## config.mk

```make
export PLATFORM = sky130hd
export DESIGN_NAME = mp2x2_front
export DESIGN_NICKNAME = d
export VERILOG_FILES = /design/src/rtl/core/max_pool_2x2_stream_macros.svh /design/src/rtl/core/mp2x2_pkg.sv /design/src/rtl/core/mp2x2_front.sv
export SDC_FILE = /design/constraint.sdc
export NUM_CORES = 1
export LEC_CHECK = 0
export BUFFER_PORTS_ARGS = -buffer_cell sky130_fd_sc_hd__buf_4
export CAP_MARGIN = 30
export CORE_ASPECT_RATIO = 0.75
export CORE_UTILIZATION = 26
export DETAILED_ROUTE_END_ITERATION = 10
export GPL_ROUTABILITY_DRIVEN = 1
export SYNTH_ARGS = -nofsm -noshare
export SYNTH_HDL_FRONTEND = slang
export SYNTH_SLANG_ARGS = --single-unit
```

## constraint.sdc

```tcl
create_clock -name clock -period 3.01 [get_ports clock]
set_input_delay 0.301 -clock clock [delete_from_list [all_inputs] [get_ports clock]]
set_output_delay 0.301 -clock clock [all_outputs]
set_load 0.05 [all_outputs]
```

## src/rtl/core/max_pool_2x2_stream_macros.svh

```systemverilog
// Assertion macros for the max pooling RTL.
// Depends on nothing; included by files that carry assertions.
`ifndef MAX_POOL_2X2_STREAM_MACROS_SVH
`define MAX_POOL_2X2_STREAM_MACROS_SVH

// Assert that prop holds at every rising edge outside reset.
`define MP_ASSERT(label, clk, rst, prop, msg) \
   label: assert property (@(posedge clk) disable iff (rst) (prop)) else $error(msg);

// Assert that cond at one edge implies conseq at the next edge.
`define MP_ASSERT_NEXT(label, clk, rst, cond, conseq, msg) \
   label: assert property (@(posedge clk) disable iff (rst) (cond) |=> (conseq)) \
      else $error(msg);

`endif

```

## src/rtl/core/mp2x2_pkg.sv

```systemverilog
// Package for the 2x2 max pooling block: widths, constants, compare function.
// Depends on nothing.
package mp2x2_pkg;

   localparam int DEF_MAX_WIDTH = 1024;
   localparam int WIDTH_BITS    = 11;
   localparam int HEIGHT_BITS   = 16;
   localparam int SAMPLE_BITS   = 32;
   localparam logic [31:0] NEG_INF = 32'hFF80_0000;
   localparam logic [WIDTH_BITS-1:0]  RESET_WIDTH  = 11'd8;
   localparam logic [HEIGHT_BITS-1:0] RESET_HEIGHT = 16'd8;

   localparam logic [0:0] REG_WIDTH  = 1'b0;
   localparam logic [0:0] REG_HEIGHT = 1'b1;

   // Role of an item, decided by the front part.
   typedef enum logic [3:0] {
      OP_DROP     = 4'b0001,
      OP_UP_LEFT  = 4'b0010,
      OP_UP_RIGHT = 4'b0100,
      OP_LOW      = 4'b1000
   } op_type;

   function automatic logic is_nan(input logic [31:0] x);
      is_nan = (x[30:0] > 31'h7F80_0000);
   endfunction

   // True when a < b in IEEE ordering; false when either is NaN.
   function automatic logic ieee_less(input logic [31:0] a, input logic [31:0] b);
      logic [31:0] ka;
      logic [31:0] kb;
      ka = a[31] ? ~a : (a | 32'h8000_0000);
      kb = b[31] ? ~b : (b | 32'h8000_0000);
      if (is_nan(a) || is_nan(b)) begin
         ieee_less = 1'b0;
      end else if (a[30:0] == 31'd0 && b[30:0] == 31'd0) begin
         ieee_less = 1'b0;
      end else begin
         ieee_less = (ka < kb);
      end
   endfunction

   function automatic logic [31:0] keep_max(input logic [31:0] run, input logic [31:0] x);
      keep_max = ieee_less(run, x) ? x : run;
   endfunction

endpackage

```

## src/rtl/core/mp2x2_front.sv

```systemverilog
// Front part: counts columns and rows, classifies each item and hands it on.
// Depends on mp2x2_pkg.
module mp2x2_front
   import mp2x2_pkg::*;
#(
   parameter int MAX_WIDTH = DEF_MAX_WIDTH,
   localparam int PAIR_W = $clog2(MAX_WIDTH / 2)
) (
   input  logic                   clock,
   input  logic                   reset,
   input  logic [WIDTH_BITS-1:0]  cfg_width,
   input  logic [HEIGHT_BITS-1:0] cfg_height,
   input  logic                   restart,
   input  logic                   in_valid,
   input  logic                   in_take,
   output op_type                 op,
   output logic [PAIR_W-1:0]      pair,
   output logic                   col_odd,
   output logic                   last
);

   localparam int CW = $clog2(MAX_WIDTH + 1);

   logic [CW-1:0]          col_ff, col_in;
   logic [HEIGHT_BITS-1:0] row_ff, row_in;
   logic [CW-1:0]          eff_w, used_w;
   logic [HEIGHT_BITS-1:0] eff_h, used_h;
   logic                   active;

   always_comb begin
      if (cfg_width < 11'd2) begin
         eff_w = CW'(2);
      end else if ({21'd0, cfg_width} > MAX_WIDTH) begin
         eff_w = CW'(MAX_WIDTH);
      end else begin
         eff_w = CW'(cfg_width);
      end
      eff_h   = (cfg_height < 16'd2) ? 16'd2 : cfg_height;
      used_w  = {eff_w[CW-1:1], 1'b0};
      used_h  = {eff_h[HEIGHT_BITS-1:1], 1'b0};
      active  = (col_ff < used_w) && (row_ff < used_h);
      pair    = col_ff[PAIR_W:1];
      col_odd = col_ff[0];
      last    = (row_ff == used_h - 16'd1) && (col_ff == used_w - CW'(1));
      if (!active) begin
         op = OP_DROP;
      end else if (row_ff[0]) begin
         op = OP_LOW;
      end else if (col_ff[0]) begin
         op = OP_UP_RIGHT;
      end else begin
         op = OP_UP_LEFT;
      end

      col_in = col_ff;
      row_in = row_ff;
      if (restart) begin
         col_in = '0;
         row_in = '0;
      end else if (in_valid && in_take) begin
         if (col_ff + CW'(1) >= eff_w) begin
            col_in = '0;
            row_in = (row_ff + 16'd1 >= eff_h) ? 16'd0 : row_ff + 16'd1;
         end else begin
            col_in = col_ff + CW'(1);
         end
      end
   end

   always_ff @(posedge clock) begin
      if (reset) begin
         col_ff <= '0;
         row_ff <= '0;
      end else begin
         col_ff <= col_in;
         row_ff <= row_in;
      end
   end

endmodule

```

==> results.md, run 1 <==
- CTS tree: yes
- Synth top area share: 19.0%
- Cells after synthesis: 483
- Worst path bufs/invs: 3
- # DRC: 0
- CTS root buf: clkbuf_16
- Mapped Nets: 571
- M2 GR Usage: 26.8%
- Hold endpoint: col_ff[10]
- Warnings from Yosys: 0
- Worst EP required: 2.71 ns
- Most frequent cell on the critical path: nand4_1
- Part of the cycle the worst path needs: 106%
- RSZ-0062 raised after global routing: yes
- CTS H-tree depth: 1
- Max-slew headroom: 55.5%
- Fmax achieved: 0.314 GHz
- Row cnt: 37
- Core area: 13800 um^2
- Worst endpoint data arrival time: 2.88 ns
- Setup-failing EPs final: 15
- Worst-skew pair later-pin latency: 0.27 ns
- Critical path class: input port to output port
- Static leakage: 2.57 nW
- I/O pin count: 47
- Reg2reg path depth: 15
- HPWL after DPL: 10.3 mm
- Filler cells: 1413
- R2R Path Start: col_ff[0]
- Failing checks: setup timing
- Vias in the first global route: 4003
- Max Fanout on Critical Path: 3
- Max cap viols: 0
- CP top delay family: simple AND/OR/NAND/NOR gates
- First-pass GRT wire length: 20.0 mm
- Reg2reg end: row_ff[14]
- Post-synth top cells: ha_1, nand2_1, o21ai_0, a21oi_1, dfxtp_1
- Post-Route Setup TNS: -0.657 ns
- Synth Cell Area: 3700 um^2
- Final WS setup: -0.175 ns
- GR Layer Usage met1: 24.2%
- Worst-path clk slew: 0.07 ns
- Syn avg cell area: 7.65 um^2
- Reg2reg setup slack: -0.02 ns
- Peak supply drop: 0.171 mV
- Largest net degree at the start of global routing: 18
- Met3 Track Usage GR: 3.68%
- Synth async-reset ratio: 0%
- Die ar.: 14700 um^2
- Starting Density: 26.8%
- Total power draw: 1.01 mW
- Post-Route WL: 12.8 mm
- Hold_sp: in_take
- Synth area leader: ha_1
- Area growth syn-to-layout: 46.8%
- Global Route Usage Sum: 17.1%
- Sequential area share after synthesis: 14.6%
- Crit. End Element: output port
- IO Port Bufs: 46
- CP Launch Type: input port
- Busiest metal layer after global routing: met2
- Worst Max-Slew Pin Slew: 0.668 ns
- 1st-iter DRT viols: 202
- Slowest cell on crit path: or4_4
- Initial antenna violation count: 0
- Cell variety after synth: 57
- Most frequent cell after synthesis: ha_1
- Die Ht: 105 um
- Vias: 4051
- Cts bufs inserted: 3
- Flops & latches, synth: 27
- Worst setup path start: cfg_height[4]
- Largest stage delay on the critical path: 0.54 ns
- Hold Vio Cnt, Final: 0
- Worst hold path stage count: 4
- Final slew viol count: 0
- Status: finished, violations left
- Antenna Diode Count: 0
- Crit-path cells: buf_6, or4_4, and4b_2, a21oi_4, inv_2, ha_4, nor4b_4, nand4_1, nor4_1, nand4_1, nor4_2, and4_4, buf_8
- Worst Skew: 0.00491 ns
- Wire length per cell: 16.3 um
- DRT Pass-1 Iters: 5
- Share of cells above drive strength 1: 39.3%
- Via-to-Cell Ratio: 5.17
- Tmin final: 3.18 ns
- Final antenna-violating net count: 0
- GPL Wtd Cong: 0.863
- EDFF count, synth: 0
- Post-layout util: 39.3%
- Chip width: 140 um
- TritonCTS Sinks: 27
- Overflow left after global routing: 0
- Pwr per Cell Area: 186 nW/um^2
- CTS Buffer Depth: 2
- Largest cells by area after synthesis: ha_1, dfxtp_1, xnor2_1, xor2_1, o21ai_0
- Top_reg_cell synth: dfxtp_1
- HP Class: input port to flip-flop
- Nets@finish: 697
-- how the worst max path moves through the flow --
| stage | endpoint | depth (start not counted) |
|---|---|---|
| final | last | 13 |
| after global routing | last | 13 |
| after CTS | last | 13 |
| after detailed placement | last | 13 |
| after global placement | last | 13 |
| after floorplan | row_ff[13] | 14 |
-- flip-flops by register name, summed over array words and instances, names as in the netlist --
name / flops
col_ff: 11
row_ff: 16
-- routing by layer --
| layer | share of wire, % | vias up |
|---|---|---|
| met1 | 49 | 1951 |
| li1 | - | 2006 |
| met3 | 5.7 | 8 |
| met2 | 44 | 86 |
| met5 | 0 | - |
| met4 | 0.92 | 0 |
-- power breakdown --
| group | switching [mW] | internal, mW |
|---|---|---|
| sequential | 0.000675 | 0.357 |
| combinational | 0.168 | 0.148 |
| clock | 0.152 | 0.185 |
-- worst reg2reg max path, cell delays in order (launching register included) --
cell	delay (ns)
dfxtp_4	0.36
ha_4	0.13
and3_4	0.19
and3_4	0.19
and3_4	0.19
nand3_2	0.09
xnor2_2	0.15
ha_1	0.31
a211o_1	0.29
a221oi_4	0.27
nor3_4	0.09
buf_4	0.16
nand3_2	0.10
buf_6	0.15
o21ai_2	0.06
a22o_1	0.20
-- area by class of cell --
cell class	count	area (um^2)	area share [%]
well taps	175	219	4.04
flip-flops and latches	27	552	10.2
inverters	23	86.3	1.59
multi-input cells	400	3280	60.4
clock inverters	1	8.76	0.161
clock buffers	3	75.1	1.38
repair buffers	154	1210	22.3
-- cell families (layout without fill, tap and decap cells) --
| logic type | count (synthesis) | in the layout | share of synthesized area [%] |
|---|---|---|---|
| and+or+nand+nor | 171 | 171 | 25.8 |
| AOI/OAI and AO/OA | 126 | 126 | 22.1 |
| adders and majority gates | 56 | 56 | 19.0 |
| buffers and inverters | 56 | 181 | 7.31 |
| xor gates and xnor gates | 46 | 46 | 10.9 |
| DFF | 27 | 27 | 14.6 |
| muxes | 1 | 1 | 0.271 |
-- metrics by stage --
step	setup slack [ns]	hold slack (ns)	instances	cell area (um^2)
floorplan	-0.147	0.485	483	3870
CTS	-0.220	0.493	775	5110
detailed placement	-0.338	0.526	768	4930
global placement	-0.304	0.522	768	4930
finish	-0.175	0.539	783	5430
global route	-0.341	0.565	783	5430
-- placed cells by master (no fill, tap or decap), types with 8 or more instances in the layout --
cell type,netlist,routed
nand4_1,10,10
buf_4,9,142
ha_1,56,52
nand3_1,16,12
nor2b_1,8,8
a21oi_1,30,25
and3_4,0,9
a21o_1,17,17
a22o_1,10,10
nand2_1,40,39
xor2_1,22,21
dfxtp_1,27,20
nor2_1,25,19
buf_6,2,10
o21ai_2,0,14
xnor2_1,24,22
o21ai_0,34,14
inv_1,23,21
nor3_1,14,10
-- repair_timing --
item | 4_1_cts | 5_1_grt
gates resized for setup | 19 | 75
endpoints found under the setup margin | 26 | 28
setup buffers | 3 | 8
pin swaps | 1 | 40
hold buffers | 0 | 0
(Power assumes the default switching activity.)
==> inputs of run 2 (changes only) <==
--- a/config.mk
+++ b/config.mk
@@ -8,6 +8,7 @@
 export BUFFER_PORTS_ARGS = -buffer_cell sky130_fd_sc_hd__buf_4
 export CAP_MARGIN = 30
 export CORE_ASPECT_RATIO = 0.75
+export CORE_MARGIN = 5
 export CORE_UTILIZATION = 26
 export DETAILED_ROUTE_END_ITERATION = 10
 export GPL_ROUTABILITY_DRIVEN = 1
==> run 2 against run 1 <==
The run still ends with setup timing left. Fmax shrank 2.1%. Largest power group unchanged. Die area is 14% higher. Setup slack got worse by 0.069 ns. Non-clock buffer count down 7. Global-route usage fell by 2.8 points.
==> results.md, run 2 (same netlist as run 1, synthesis figures left out) <==
- Cts bufs inserted: 3
- Hold buffer count at cts: 0
- First-pass GRT wire length: 19.6 mm
- Max-slew headroom: 66.8%
- Most frequent cell on the critical path: nand4_1
- Part of the cycle the worst path needs: 108%
- Wire length per cell: 16.3 um
- Starting Density: 26.7%
- Pwr per Cell Area: 188 nW/um^2
- Setup-failing EPs final: 22
- Chip width: 148 um
- HP Class: flip-flop to flip-flop
- Number of flip-flops in the largest register: 16
- CP Launch Type: input port
- Initial antenna violation count: 0
- Critical path class: input port to output port
- Share of cells above drive strength 1: 39.2%
- Antenna Diode Count: 0
- Max Fanout on Critical Path: 3
- Worst path bufs/invs: 3
- CTS tree: yes
- Status: finished, violations left
- Final slew viol count: 0
- Placed cell count: 761
- Worst endpoint data arrival time: 2.95 ns
- Final cell count without fillers: 777
- Nets@finish: 691
- Worst-path clk slew: 0.08 ns
- Largest register by flop count: row_ff
- # DRC: 0
- Post-Route WL: 12.7 mm
- Vias: 4033
- Largest net degree at the start of global routing: 18
- I/O pin count: 47
- IO Port Bufs: 46
- Worst EP required: 2.71 ns
- Static leakage: 2.57 nW
- Die Ht: 113 um
- Global Route Usage Sum: 14.3%
- DRT Pass-1 Iters: 4
- Via-to-Cell Ratio: 5.19
- Overflow left after global routing: 0
- Largest stage delay on the critical path: 0.55 ns
- Tmin final: 3.25 ns
- Vias in the first global route: 3875
- Crit-path cells: buf_6, or4_4, and4b_2, a21oi_4, inv_2, ha_4, nor4b_2, nand4_1, nor4_1, nand4_1, nor4_2, and4_4, buf_8
- TritonCTS Sinks: 27
- Worst Skew: 0.00272 ns
- Worst Max-Slew Pin Slew: 0.498 ns
- Worst-skew pair later-pin latency: 0.28 ns
- Max cap viols: 0
- GPL Wtd Cong: 0.890
- Hold Vio Cnt, Final: 0
- HPWL after DPL: 10.1 mm
- Slowest cell on crit path: or4_4
- CTS H-tree depth: 1
- Most frequent cells in the layout: buf_4, ha_1, nand2_1
- CTS root buf: clkbuf_16
- Peak supply drop: 0.168 mV
- Final WS setup: -0.244 ns
- Final antenna-violating net count: 0
- Die ar.: 16700 um^2
- Core area: 13800 um^2
- Commonest non-fill, non-tap cell in the layout: buf_4
- Dpl ws: -0.366 ns
- Failing checks: setup timing
- RSZ-0062 raised after global routing: yes
- Area growth syn-to-layout: 46.6%
- CP top delay family: simple AND/OR/NAND/NOR gates
- Crit. End Element: output port
- Biggest regs: row_ff x16, col_ff x11
- 1st-iter DRT viols: 265
- CTS Buffer Depth: 2
- Row cnt: 37
- Fmax achieved: 0.307 GHz
-- run 2: final cells by class --
class                           count  area, um^2
Inverter                           23        86.3
Clock inverter                      1        8.76
Multi-Input combinational cell    401        3300
Fill cell                        1367        8420
Tap cell                          175         219
Clock buffer                        3        75.1
Timing Repair Buffer              147        1170
Sequential cell                    27         553
-- run 2: worst paths after layout --
kind / from / to / slack (ns) / cells after the start
max: cfg_height[4] / last / -0.24 / 13
min reg2reg: row_ff[5] / row_ff[5] / 0.50 / 1
max reg2reg: col_ff[1] / row_ff[12] / -0.06 / 14
min: row_ff[5] / row_ff[5] / 0.50 / 1
-- run 2: per-stage QoR --
stage / utilization [%] / power [mW] / hold slack (ns) / area [um^2] / setup TNS, ns
finish: 39.1 / 1.02 / 0.497 / 5420 / -0.743
global route: 39.1 / 1.07 / 0.514 / 5420 / -3.71
CTS: 36.6 / 0.999 / 0.500 / 5070 / -0.674
detailed placement: 35.2 / 0.648 / 0.517 / 4870 / -4.25
global placement: 35.2 / 0.640 / 0.520 / 4870 / -3.36
floorplan: - / 0.511 / 0.485 / 3870 / -1.78
-- run 2: layer usage --
layer	routed length [um]	track usage (%)	up-vias
met2	5470	21.4	93
met5	0	0	-
li1	-	-	2008
met3	601	2.24	11
met4	176	3.10	0
met1	6410	21.6	1921
-- run 2: power breakdown --
| part | internal [mW] | total (mW) | leakage [nW] | switching [mW] |
|---|---|---|---|---|
| Sequential | 0.357 | 0.357 | 0.222 | 0.000580 |
| Clock | 0.185 | 0.342 | 0.0415 | 0.156 |
| Combinational | 0.147 | 0.318 | 2.31 | 0.171 |
-- run 2: timing repair --
item,4_1_cts,5_1_grt
setup buffers,1,10
pin swaps,1,43
resized for setup,36,69
setup endpoints to repair,27,30
gates cloned,0,1
